**src/rtl/wsp_pkg.sv**
```systemverilog
// ----------------------------------------------------------------------------
// wsp_pkg
// Shared operation codes, pattern byte constants and the control bundle
// passed from the top level to the token store and the NFA.
// ----------------------------------------------------------------------------
package wsp_pkg;

  // Operation carried in tuser with each input transaction
  typedef enum logic [1:0] {
    OP_APPEND = 2'd0,
    OP_TEXT   = 2'd1,
    OP_REPORT = 2'd2,
    OP_CLEAR  = 2'd3
  } op_e;

  localparam logic [7:0] WILD_BYTE = 8'h2E;  // '.'
  localparam logic [7:0] STAR_BYTE = 8'h2A;  // '*'

  // One-hot strobes for the item being executed this cycle
  typedef struct packed {
    logic append;
    logic text;
    logic report;
    logic clear;
  } ctrl_t;

endpackage

```
**src/rtl/wsp_token_store.sv**
```systemverilog
// ----------------------------------------------------------------------------
// wsp_token_store
// Pattern token store: one byte and one star flag per token, token count and
// the sticky overflow flag. Compares the current byte against every token.
// ----------------------------------------------------------------------------
module wsp_token_store import wsp_pkg::*; #(
  parameter int MAX_TOKENS = 32,
  parameter int CntW       = $clog2(MAX_TOKENS + 1)
) (
  input  logic                  clk_i,
  input  logic                  rst_ni,
  input  ctrl_t                 ctrl_i,
  input  logic [7:0]            char_i,
  output logic [MAX_TOKENS-1:0] hit_o,
  output logic [MAX_TOKENS-1:0] star_o,
  output logic [CntW-1:0]       count_o,
  output logic                  ovf_o
);

  logic [7:0]            tok_byte_q [MAX_TOKENS];
  logic [MAX_TOKENS-1:0] tok_star_q;
  logic [MAX_TOKENS-1:0] valid;
  logic [CntW-1:0]       count_q, count_d;
  logic                  ovf_q, ovf_d;
  logic                  last_starred;
  logic                  is_star;
  logic                  do_star;
  logic                  do_lit;
  logic                  full;

  // Per-token valid mask and match against the current byte
  always_comb begin
    for (int k = 0; k < MAX_TOKENS; k++) begin
      valid[k] = (count_q > CntW'(k));
      hit_o[k] = valid[k] & ((tok_byte_q[k] == char_i) | (tok_byte_q[k] == WILD_BYTE));
      star_o[k] = valid[k] & tok_star_q[k];
    end
  end

  // Star flag of the most recent token
  always_comb begin
    last_starred = 1'b0;
    for (int k = 0; k < MAX_TOKENS; k++) begin
      last_starred = last_starred | ((count_q == CntW'(k + 1)) & tok_star_q[k]);
    end
  end

  // Decode an append: star the last token, add a literal, or overflow
  assign full    = (count_q == CntW'(MAX_TOKENS));
  assign is_star = (char_i == STAR_BYTE);
  assign do_star = ctrl_i.append & is_star & (count_q != '0) & ~last_starred;
  assign do_lit  = ctrl_i.append & ~do_star & ~full;

  always_comb begin
    count_d = count_q;
    ovf_d   = ovf_q;
    if (ctrl_i.clear) begin
      count_d = '0;
      ovf_d   = 1'b0;
    end else if (do_lit) begin
      count_d = count_q + CntW'(1);
    end else if (ctrl_i.append && !do_star) begin
      ovf_d = 1'b1;
    end
  end

  always_ff @(posedge clk_i or negedge rst_ni) begin
    if (!rst_ni) begin
      count_q <= '0;
      ovf_q   <= 1'b0;
    end else begin
      count_q <= count_d;
      ovf_q   <= ovf_d;
    end
  end

  // Write token entries; contents are undefined until written
  always_ff @(posedge clk_i) begin
    for (int k = 0; k < MAX_TOKENS; k++) begin
      if (do_lit && (count_q == CntW'(k))) begin
        tok_byte_q[k] <= char_i;
        tok_star_q[k] <= 1'b0;
      end else if (do_star && (count_q == CntW'(k + 1))) begin
        tok_star_q[k] <= 1'b1;
      end
    end
  end

  assign count_o = count_q;
  assign ovf_o   = ovf_q;

endmodule

```
**src/rtl/wsp_nfa.sv**
```systemverilog
// ----------------------------------------------------------------------------
// wsp_nfa
// Bit-parallel NFA active set. Star closure runs through a log-depth prefix
// network; a text byte moves each live position along or keeps it on a star.
// ----------------------------------------------------------------------------
module wsp_nfa import wsp_pkg::*; #(
  parameter int MAX_TOKENS = 32,
  parameter int CntW       = $clog2(MAX_TOKENS + 1)
) (
  input  logic                  clk_i,
  input  logic                  rst_ni,
  input  ctrl_t                 ctrl_i,
  input  logic [MAX_TOKENS-1:0] hit_i,
  input  logic [MAX_TOKENS-1:0] star_i,
  input  logic [CntW-1:0]       count_i,
  output logic                  accept_o
);

  localparam int N    = MAX_TOKENS + 1;
  localparam int Lvls = $clog2(N);

  logic [N-1:0] active_q, active_d;
  logic [N-1:0] gen [Lvls+1];
  logic [N-1:0] prp [Lvls+1];
  logic [N-1:0] closed;
  logic [N-1:0] next_set;
  logic [N-1:0] start_set;

  assign start_set = N'(1);

  // Star closure: a set position flows forward across a run of starred tokens
  always_comb begin
    gen[0]    = active_q;
    prp[0][0] = 1'b0;
    for (int i = 1; i < N; i++) begin
      prp[0][i] = star_i[i-1];
    end
    for (int l = 0; l < Lvls; l++) begin
      for (int i = 0; i < N; i++) begin
        if (i >= (1 << l)) begin
          gen[l+1][i] = gen[l][i] | (prp[l][i] & gen[l][i-(1<<l)]);
          prp[l+1][i] = prp[l][i] & prp[l][i-(1<<l)];
        end else begin
          gen[l+1][i] = gen[l][i];
          prp[l+1][i] = prp[l][i];
        end
      end
    end
    closed = gen[Lvls];
  end

  // Advance on a text byte: starred tokens hold, plain tokens step forward
  always_comb begin
    next_set = '0;
    for (int k = 0; k < MAX_TOKENS; k++) begin
      next_set[k]   = next_set[k] | (closed[k] & hit_i[k] & star_i[k]);
      next_set[k+1] = next_set[k+1] | (closed[k] & hit_i[k] & ~star_i[k]);
    end
  end

  // Accept when the position just past the last token is live
  always_comb begin
    accept_o = 1'b0;
    for (int k = 0; k < N; k++) begin
      accept_o = accept_o | (closed[k] & (count_i == CntW'(k)));
    end
  end

  always_comb begin
    active_d = active_q;
    if (ctrl_i.text) begin
      active_d = next_set;
    end else if (ctrl_i.append || ctrl_i.report || ctrl_i.clear) begin
      active_d = start_set;
    end
  end

  always_ff @(posedge clk_i or negedge rst_ni) begin
    if (!rst_ni) begin
      active_q <= start_set;
    end else begin
      active_q <= active_d;
    end
  end

endmodule

```
**src/rtl/wildcard_star_pattern_matcher.sv**
```systemverilog
// ----------------------------------------------------------------------------
// wildcard_star_pattern_matcher
// Full-string matcher for patterns with '.' and 'x*', pattern loaded by byte,
// text streamed by byte, result on an end-of-text transaction.
// ----------------------------------------------------------------------------
// Result path: a report's result reaches m_axis via the input register, then the
// result register. Throughput: one transaction per cycle unless a report waits
// on a stalled result; the NFA step and star closure of one byte fit between
// the input register and the state/result registers.
// Reset: empty pattern, overflow clear, active set at the start position only.
module wildcard_star_pattern_matcher import wsp_pkg::*; #(
  parameter int MAX_TOKENS = 32
) (
  input  logic       clk_i,
  input  logic       rst_ni,
  input  logic       s_axis_tvalid,
  output logic       s_axis_tready,
  input  logic [7:0] s_axis_tdata,   // [7:0] character
  input  logic [1:0] s_axis_tuser,   // [1:0] operation
  output logic       m_axis_tvalid,
  input  logic       m_axis_tready,
  output logic [7:0] m_axis_tdata    // [0] matched, [1] pattern_overflow, [7:2] zero
);

  localparam int CntW = $clog2(MAX_TOKENS + 1);

  logic                  in_valid_q, in_valid_d;
  op_e                   op_q;
  logic [7:0]            char_q;
  logic                  advance;
  logic                  s_fire;
  ctrl_t                 ctrl;
  logic [MAX_TOKENS-1:0] hit;
  logic [MAX_TOKENS-1:0] star;
  logic [CntW-1:0]       count;
  logic                  ovf;
  logic                  accept;
  logic                  out_valid_q, out_valid_d;
  logic                  matched_q;
  logic                  ovf_q;

  // Execute the held transaction unless a report is blocked by a full result
  assign advance = in_valid_q &
                   ~((op_q == OP_REPORT) & out_valid_q & ~m_axis_tready);
  assign s_axis_tready = ~in_valid_q | advance;
  assign s_fire        = s_axis_tvalid & s_axis_tready;

  always_comb begin
    in_valid_d = in_valid_q;
    if (s_fire) begin
      in_valid_d = 1'b1;
    end else if (advance) begin
      in_valid_d = 1'b0;
    end
  end

  always_ff @(posedge clk_i or negedge rst_ni) begin
    if (!rst_ni) begin
      in_valid_q <= 1'b0;
    end else begin
      in_valid_q <= in_valid_d;
    end
  end

  // Capture payload of an accepted transaction
  always_ff @(posedge clk_i) begin
    if (s_fire) begin
      op_q   <= op_e'(s_axis_tuser);
      char_q <= s_axis_tdata;
    end
  end

  // Decode strobes for this cycle
  always_comb begin
    ctrl.append = advance & (op_q == OP_APPEND);
    ctrl.text   = advance & (op_q == OP_TEXT);
    ctrl.report = advance & (op_q == OP_REPORT);
    ctrl.clear  = advance & (op_q == OP_CLEAR);
  end

  wsp_token_store #(
    .MAX_TOKENS (MAX_TOKENS),
    .CntW       (CntW)
  ) u_store (
    .clk_i   (clk_i),
    .rst_ni  (rst_ni),
    .ctrl_i  (ctrl),
    .char_i  (char_q),
    .hit_o   (hit),
    .star_o  (star),
    .count_o (count),
    .ovf_o   (ovf)
  );

  wsp_nfa #(
    .MAX_TOKENS (MAX_TOKENS),
    .CntW       (CntW)
  ) u_nfa (
    .clk_i    (clk_i),
    .rst_ni   (rst_ni),
    .ctrl_i   (ctrl),
    .hit_i    (hit),
    .star_i   (star),
    .count_i  (count),
    .accept_o (accept)
  );

  // Result register
  always_comb begin
    out_valid_d = out_valid_q;
    if (ctrl.report) begin
      out_valid_d = 1'b1;
    end else if (m_axis_tready) begin
      out_valid_d = 1'b0;
    end
  end

  always_ff @(posedge clk_i or negedge rst_ni) begin
    if (!rst_ni) begin
      out_valid_q <= 1'b0;
    end else begin
      out_valid_q <= out_valid_d;
    end
  end

  always_ff @(posedge clk_i) begin
    if (ctrl.report) begin
      matched_q <= accept & ~ovf;
      ovf_q     <= ovf;
    end
  end

  assign m_axis_tvalid = out_valid_q;
  assign m_axis_tdata  = {6'b0, ovf_q, matched_q};

endmodule

```
**config.mk**
```make
export PLATFORM = sky130hd
export DESIGN_NAME = wildcard_star_pattern_matcher
export DESIGN_NICKNAME = d
export VERILOG_FILES = /design/src/rtl/wsp_pkg.sv /design/src/rtl/wsp_token_store.sv /design/src/rtl/wsp_nfa.sv /design/src/rtl/wildcard_star_pattern_matcher.sv
export SDC_FILE = /design/constraint.sdc
export NUM_CORES = 1
export LEC_CHECK = 0
export BUFFER_PORTS_ARGS = -buffer_cell sky130_fd_sc_hd__buf_2
export CAP_MARGIN = 10
export CORE_ASPECT_RATIO = 1.1
export CORE_MARGIN = 8
export CORE_UTILIZATION = 60
export DETAILED_ROUTE_END_ITERATION = 8
export PLACE_DENSITY_LB_ADDON = 0.25
export SLEW_MARGIN = 20
export SYNTH_ARGS = -nofsm -noshare
export SYNTH_HDL_FRONTEND = slang
export SYNTH_SLANG_ARGS = --single-unit
```
**constraint.sdc**
```tcl
create_clock -name clk_i -period 4.3 [get_ports clk_i]
set_input_delay 0.43 -clock clk_i [delete_from_list [all_inputs] [get_ports clk_i]]
set_output_delay 0.43 -clock clk_i [all_outputs]
set_load 0.01 [all_outputs]
```
---- After elaboration in Yosys (flattened, before gate mapping) ----
Memory sizes are Yosys's and may differ from the RTL's.
Index checks and enable logic that the tools add are counted.
cells by class
  equal/unequal tests ..................... 101
  bitwise operators ....................... 778
  add/subtract/negate cells ............... 1
  order comparisons ....................... 32
  reduce and logical (&&, ||, !) cells .... 108
  multiplexer cells ....................... 168
operators with widths
  cell                                                                    number
  1-bit AND                                                               477
  8-bit by 6-bit equality test with 1-bit output (second input constant)  33
  1-bit OR                                                                262
  8-bit equality test                                                     32
  8-bit 2-to-1 mux                                                        31
  8-bit OR reduction                                                      31
  5-bit 2-to-1 mux                                                        31
  1-bit 2-to-1 mux                                                        102
  6-bit by 5-bit equality test with 1-bit output (second input constant)  16
  6-bit by 5-bit > comparator with 1-bit output (second input constant)   16
  33-bit 2-to-1 mux                                                       2
  1-bit logical AND                                                       65
  6-bit by 4-bit equality test with 1-bit output (second input constant)  8
  6-bit by 4-bit > comparator with 1-bit output (second input constant)   8
  1-bit NOT                                                               39
  6-bit by 3-bit equality test with 1-bit output (second input constant)  4
  6-bit by 3-bit > comparator with 1-bit output (second input constant)   4
  6-bit by 2-bit equality test with 1-bit output (second input constant)  2
  6-bit by 1-bit > comparator with 1-bit output (second input constant)   2
  6-bit by 2-bit > comparator with 1-bit output (second input constant)   2
  6-bit 2-to-1 mux                                                        2
  2-bit nonzero test                                                      5
  6-bit by 1-bit adder with 6-bit output (second input constant)          1
  6-bit by 1-bit equality test with 1-bit output (second input constant)  1
  10 further kinds                                                        12
word-level totals
  register bits after elaboration ......... 86
  input bits .............................. 14
  RAM bits ................................ 256
  output and inout bits ................... 10
  memories kept ........................... 1
memory list
  memory              depth  width  read ports  clocked after memory_dff  wr ports  RTL line               text
  u_store.tok_byte_q  32     8      32          0                         1         wsp_token_store.sv:20  logic [7:0] tok_byte_q [MAX_TOKENS];

---- Longest topological paths before layout ----
  depth after elaboration ................. 73
  depth in mapped cells ................... 16
  depth with buffers taken out ............ 12

---- Cells and area by module ----
Synthesis repeated with hierarchy kept, for this count alone.
second synthesis, totals
  cell total of the unflattened synthesis .. 1587
  area total of the unflattened synthesis .. 17913.4 µm²
by module, submodules not included
  module                         area each (µm²)  instances  cells each  seq. area each (µm²)
  wsp_token_store                14209.9          1          1121        8503.2
  wsp_nfa                        3138.0           1          432         827.0
  wildcard_star_pattern_matcher  565.5            1          34          410.4

---- Worst setup path before layout ----
Ideal clock, no wire load.
  kind .................................... flip-flop to flip-flop
  start point ............................. reg u_store.count_q[1] (netlist: u_store.count_o[1])
  end point ............................... mem u_store.tok_byte_q[16][0] (netlist: u_store.tok_byte_q[1][0]) (enable)
  arrival ................................. 3.137 ns
  required time ........................... 3.914 ns
  stages on the path, launching flop included .. 13
  clock period less this slack ............ 3.523 ns
  path buffers ............................ 2
  setup time .............................. 0.386 ns
  setup slack ............................. 0.777 ns
  cells stage by stage .................... dfrtp_1 > clkbuf_1 > inv_1 > ha_1 > or3b_2 > nor2_1 > a22oi_1 > and3_1 > and4_1 > clkbuf_1 > nor2_1 > o21ai_1 > nor3_1
on the way
  cells in the longest elaborated chain, start to end .. 73
  elaborated cells on any way between the ends .. 293
  those cells by class .................... eq/ne (32); mux (126); bitwise (70); reduce/logical (65)
RTL lines
  item                                                                                                              RTL line                                      text
  start, declared                                                                                                   wsp_token_store.sv:23                         logic [CntW-1:0] count_q, count_d;
  start signal, assigned                                                                                            wsp_token_store.sv:72                         count_q <= count_d;
  6-bit by 1-bit equality test with 1-bit output or 6-bit by 2-bit equality test with 1-bit output (tied branches)  wsp_token_store.sv:44, wsp_token_store.sv:80
  1-bit AND                                                                                                         wsp_token_store.sv:44                         last_starred = last_starred | ((count_q == CntW'(k + 1)) & tok_star_q[k]);
  1-bit OR (31 in a row)                                                                                            wsp_token_store.sv:44
  1-bit NOT                                                                                                         wsp_token_store.sv:51                         assign do_star = ctrl_i.append & is_star & (count_q != '0) & ~last_starred;
  1-bit AND                                                                                                         wsp_token_store.sv:51
  1-bit NOT                                                                                                         wsp_token_store.sv:52                         assign do_lit = ctrl_i.append & ~do_star & ~full;
  1-bit AND (2 in a row)                                                                                            wsp_token_store.sv:52
  1-bit logical AND                                                                                                 wsp_token_store.sv:80                         if (do_lit && (count_q == CntW'(k))) begin
  1-bit 2-to-1 mux                                                                                                  wsp_token_store.sv:80
  1-bit 2-to-1 mux (not written as such)                                                                            wsp_token_store.sv:81                         tok_byte_q[k] <= char_i;
  8-bit OR reduction (no source line)                                                                               --
  5-bit 2-to-1 mux (no source line) or 1-bit 2-to-1 mux (tied branches) (31 in a row)                               --
  end, declared                                                                                                     wsp_token_store.sv:20
Several ways; a longest one is shown, not always the timed one.

---- Worst setup path in the final report ----
  start point ............................. reg u_store.count_q[0] (netlist: u_store.count_o[0])
  end point ............................... reg matched_q (data pin)
on the way
  cells in the longest elaborated chain, start to end .. 38
  elaborated cells on any way between the ends .. 536
  those cells by class .................... order compare (32); eq/ne (32); bitwise (471); reduce/logical (1)
RTL lines
  item                                                 RTL line                              text
  6-bit by 1-bit > comparator with 1-bit output        wsp_token_store.sv:34                 valid[k] = (count_q > CntW'(k));
  1-bit AND                                            wsp_token_store.sv:36                 star_o[k] = valid[k] & tok_star_q[k];
  1-bit AND, on equally long branches                  wsp_nfa.sv:41, wsp_nfa.sv:42
  1-bit OR or 1-bit AND (tied branches)                wsp_nfa.sv:41                         gen[l+1][i] = gen[l][i] | (prp[l][i] & gen[l][i-(1<<l)]);
  1-bit AND, or another cell as far along              wsp_nfa.sv:65                         accept_o = accept_o | (closed[k] & (count_i == CntW'(k)));
  1-bit OR, or another cell as far along (2 in a row)  wsp_nfa.sv:65
  1-bit OR or 1-bit AND (tied branches)                wsp_nfa.sv:65
  1-bit OR (28 in a row)                               wsp_nfa.sv:65
  1-bit OR *                                           wsp_nfa.sv:65
  1-bit AND *                                          wildcard_star_pattern_matcher.sv:128  matched_q <= accept & ~ovf;
  end signal, assigned                                 wildcard_star_pattern_matcher.sv:128
  end, declared                                        wildcard_star_pattern_matcher.sv:39   logic matched_q;
Every way passes the cells marked *; elsewhere a longest branch is shown, timed or not.
A chain may end at the register's enable or synchronous reset.

==> impl_metrics.csv <==
group,metric,value,unit
sta,post-route-min-period,4.06,ns
detailed_routing,wl_per_cell,25.9,um
grt,met3_usage,4.12,%
place,place.gp.congestion,1.09,
yosys,syn_avg_cell_area,11.2,sq um
sta,timing.slew.headroom,28.5,%
place,dp_hpwl,37600,um
setup_path,crit_slowest_cell,"nor4_1",
setup_path,path_cells,"inv_1 -> ha_1 -> buf_4 -> or3b_1 -> nand2_1 -> a31oi_1 -> nor2b_1 -> nor4_1 -> nand4_1 -> nor4_1 -> o211ai_1 -> nor4_1 -> a41oi_1",
layout,syn2layout_area_growth,10.0,%
yosys,ys_warn_count,0,
pwr,p_leak,6.66,nW
setup_path,worstSetupPathType,"flip-flop to flip-flop",
sta,tightest_slew,1.07,ns
grt,antenna_found_initial,1,
layout,diodes,0,
sta,finalHoldViolCount,0,
setup_path,cp_max_fo,14,
setup_path,cpPeakStageDelay,0.55,ns
clocking,clk_latency,0.52,ns
floorplan,coreArea,29600,sq um
setup_path,crit_start,"u_store.count_o[0]",
grt,grt_pass1_vias,13600,
floorplan,start_util,61.0,%
detailed_routing,wl,53000,um
clocking,cts.clk_slew.worst_paths,0.08,ns
grt,overflow,0,
detailed_routing,avgViaCountPerCell,6.64,
run_status,outcome,"finished clean",
layout,drive_gt1_share,11.1,%
grt,top_usage_layer,"met2",
yosys,yosysTopAreaCellShare,44.6,%
pwr,powerDensity,369,nW/um^2
yosys,synth_commonest_cells,"edfxtp_1 (268), xnor2_1 (131), xor2_1 (130)",
yosys,synthArstFlopShare,12.3,%
grt,met2_usage,49.2,%
floorplan,rows,66,
clocking,cts.sinks,342,
setup_path,path_buf_inv,2,
setup_path,crit_top_cell,"nor4_1",
run,max_cap_violations,0,
yosys,ys.flop_type,"edfxtp_1",
clocking,cts_tree,"yes",
place,port_buffers,17,
setup_path,critical-path-top-delay-family,"simple AND/OR/NAND/NOR gates",
layout,utilization,67.1,%
sta,finalCritPeriodShare,94.4,%
clocking,htreeDepth,2,
detailed_routing,vias,13600,
detailed_routing,firstDrtPassIters,5,
layout,fin_nets,1666,
yosys,yosys_register_bits,342,
setup_path,r2r_start,"u_store.count_o[0]",
setup_path,crit_path_start_kind,"flip-flop",
sta,slew_violations,0,
clocking,cts_hold_buf,0,
floorplan,pin_count,24,
yosys,syn-cell-area,18000,sq um
yosys,syn_inst,1610,
sta,setup_viol,0,
yosys,yosysMostFrequentCell,"edfxtp_1",
setup_path,arrival,4.31,ns
setup_path,cp-end-kind,"flip-flop",
yosys,synth-edff-count,268,
grt,track_usage,29.4,%
grt,grt_max_degree,43,
setup_path,worst_ep_required_time,4.55,ns
floorplan,die_w,181,um
yosys,synth_seq_area_share,54.0,%
clocking,postCtsSetupBuffers,0,
clocking,ctsResizeCount,0,
sta,rsz0062_at_grt,"no",
yosys,synth_area_leaders,"edfxtp_1 (45%), xnor2_1 (6.4%), xor2_1 (6.3%)",
grt,grt_first_pass_wirelength,81400,um
detailed_routing,drt-initial-drc-count,1266,
yosys,synth_area_leader_cell,"edfxtp_1",
yosys,yosys.cell_types.count,96,
pwr,ir_worst_vdd,0.365,mV
sta,fin_skew,0.0279,ns
detailed_routing,route.detailed.drc,0,
floorplan,die_area,35900,sq um
grt,use_met1,38.1,%
clocking,cts_root_buf,"clkbuf_16",
hold_path,min_path_type,"input port to async pin",
clocking,numCtsBuffers,35,
clocking,cts_buffer_depth,3,
sta,setup_tns,0,ns
detailed_routing,ant_nets,0,
floorplan,fp.dieH,198,um
sta,max_freq,246,MHz
## final cells by class
cell class,count,area (sq um)
Clock inverter,13,103
Inverter,34,128
Clock buffer,49,1000
Sequential cell,342,9740
Tap cell,374,468
Timing Repair Buffer,97,698
Multi-Input combinational cell,1138,7700
Fill cell,2257,9720
## worst paths after layout
kind | to | slack [ns] | cells past startpoint
hold reg to reg | u_nfa.active_q[0] | 0.51 | 2
setup reg to reg | matched_q | 0.24 | 13
min in group clk_i | op_q[0] | 0.10 | 1
max in group asynchronous | u_nfa.active_q[13] | 3.80 | 2
setup / recovery | matched_q | 0.24 | 13
hold / removal | u_nfa.active_q[30] | 0.04 | 2
## routing by layer
| metal | share of wire (%) | vias up |
|---|---|---|
| li1 | - | 6086 |
| met2 | 48 | 551 |
| met5 | 0 | - |
| met1 | 42 | 6808 |
| met3 | 6.0 | 151 |
| met4 | 4.6 | 0 |
## stage by stage
stage / total power [mW] / hold WS [ns] / cells / cell area (sq um) / setup slack [ns]
after global placement: 4.42 / 0.468 / 1985 / 18700 / 0.325
final: 7.33 / 0.0429 / 2047 / 19800 / 0.239
after floorplan: 4.18 / 0.134 / 1615 / 18000 / 0.777
after CTS: 7.34 / 0.0465 / 2047 / 19800 / 0.367
after global routing: 7.52 / 0.0773 / 2047 / 19800 / 0.101
after detailed placement: 4.43 / 0.501 / 1985 / 18700 / 0.383
## sequential cells by signal (all words and copies together) (netlist names)
signal              cells
u_store.tok_byte_q    256
u_nfa.active_q         33
u_store.tok_star_q     32
char_q                  8
u_store.count_o         6
op_q                    2
in_valid_q              1
m_axis_tvalid           1
matched_q               1
ovf_q                   1
u_store.ovf_o           1
## worst register-to-register path, cell delays in order (launching register included)
cell and delay, ns:
dfrtp_1 0.38, inv_1 0.12, ha_1 0.46, buf_4 0.26, or3b_1 0.23, nand2_1 0.17
a31oi_1 0.38, nor2b_1 0.09, nor4_1 0.55, nand4_1 0.16, nor4_1 0.20, o211ai_1 0.19
nor4_1 0.44, a41oi_1 0.18
## cell usage in the layout (no fill, tap or decap), types with 7 or more instances in the layout
master | synthesis | layout
xor2_1 | 130 | 130
nor4b_1 | 18 | 18
o22ai_1 | 10 | 10
nor4_1 | 64 | 64
clkbuf_16 | 0 | 38
nand3_1 | 35 | 35
buf_2 | 16 | 17
nand2b_1 | 28 | 28
nand4_1 | 53 | 53
xnor2_1 | 131 | 131
inv_1 | 33 | 33
o21a_1 | 7 | 7
nor2_1 | 88 | 88
dfxtp_1 | 32 | 32
o211ai_1 | 12 | 12
nor3_1 | 22 | 22
a21o_1 | 10 | 10
clkinv_2 | 0 | 7
a21oi_1 | 88 | 88
and3_1 | 21 | 21
a22oi_1 | 13 | 13
nand2_1 | 92 | 92
o21ai_1 | 8 | 7
a22o_1 | 14 | 14
o21ai_0 | 51 | 51
a31oi_1 | 19 | 19
clkbuf_1 | 50 | 10
and2_1 | 27 | 27
buf_4 | 12 | 79
nor2b_1 | 28 | 28
edfxtp_1 | 268 | 268
dfrtp_1 | 41 | 41
nand4b_1 | 15 | 15
## where the power goes
part / switching (mW) / total (mW) / internal [mW]
registers: 0.0265 / 3.63 / 3.61
clock network: 1.24 / 2.94 / 1.70
logic: 0.523 / 0.757 / 0.235
total: 1.79 / 7.33 / 5.54
## cell families (layout without fill, tap and decap cells)
family / Yosys count / after routing / synth area share [%]
XOR/XNOR: 261 / 261 / 12.7
AND/OR/NAND/NOR: 536 / 536 / 16.9
AO/OA/AOI/OAI: 330 / 330 / 12.7
adder cells (fa/ha/maj): 4 / 4 / 0.278
other: 1 / 6 / 0.0208
flip-flops: 342 / 342 / 54.0
buffers and inverters: 135 / 193 / 3.38
multiplexers: 1 / 1 / 0.0555
Note: power is estimated with default switching activity, not from simulation.
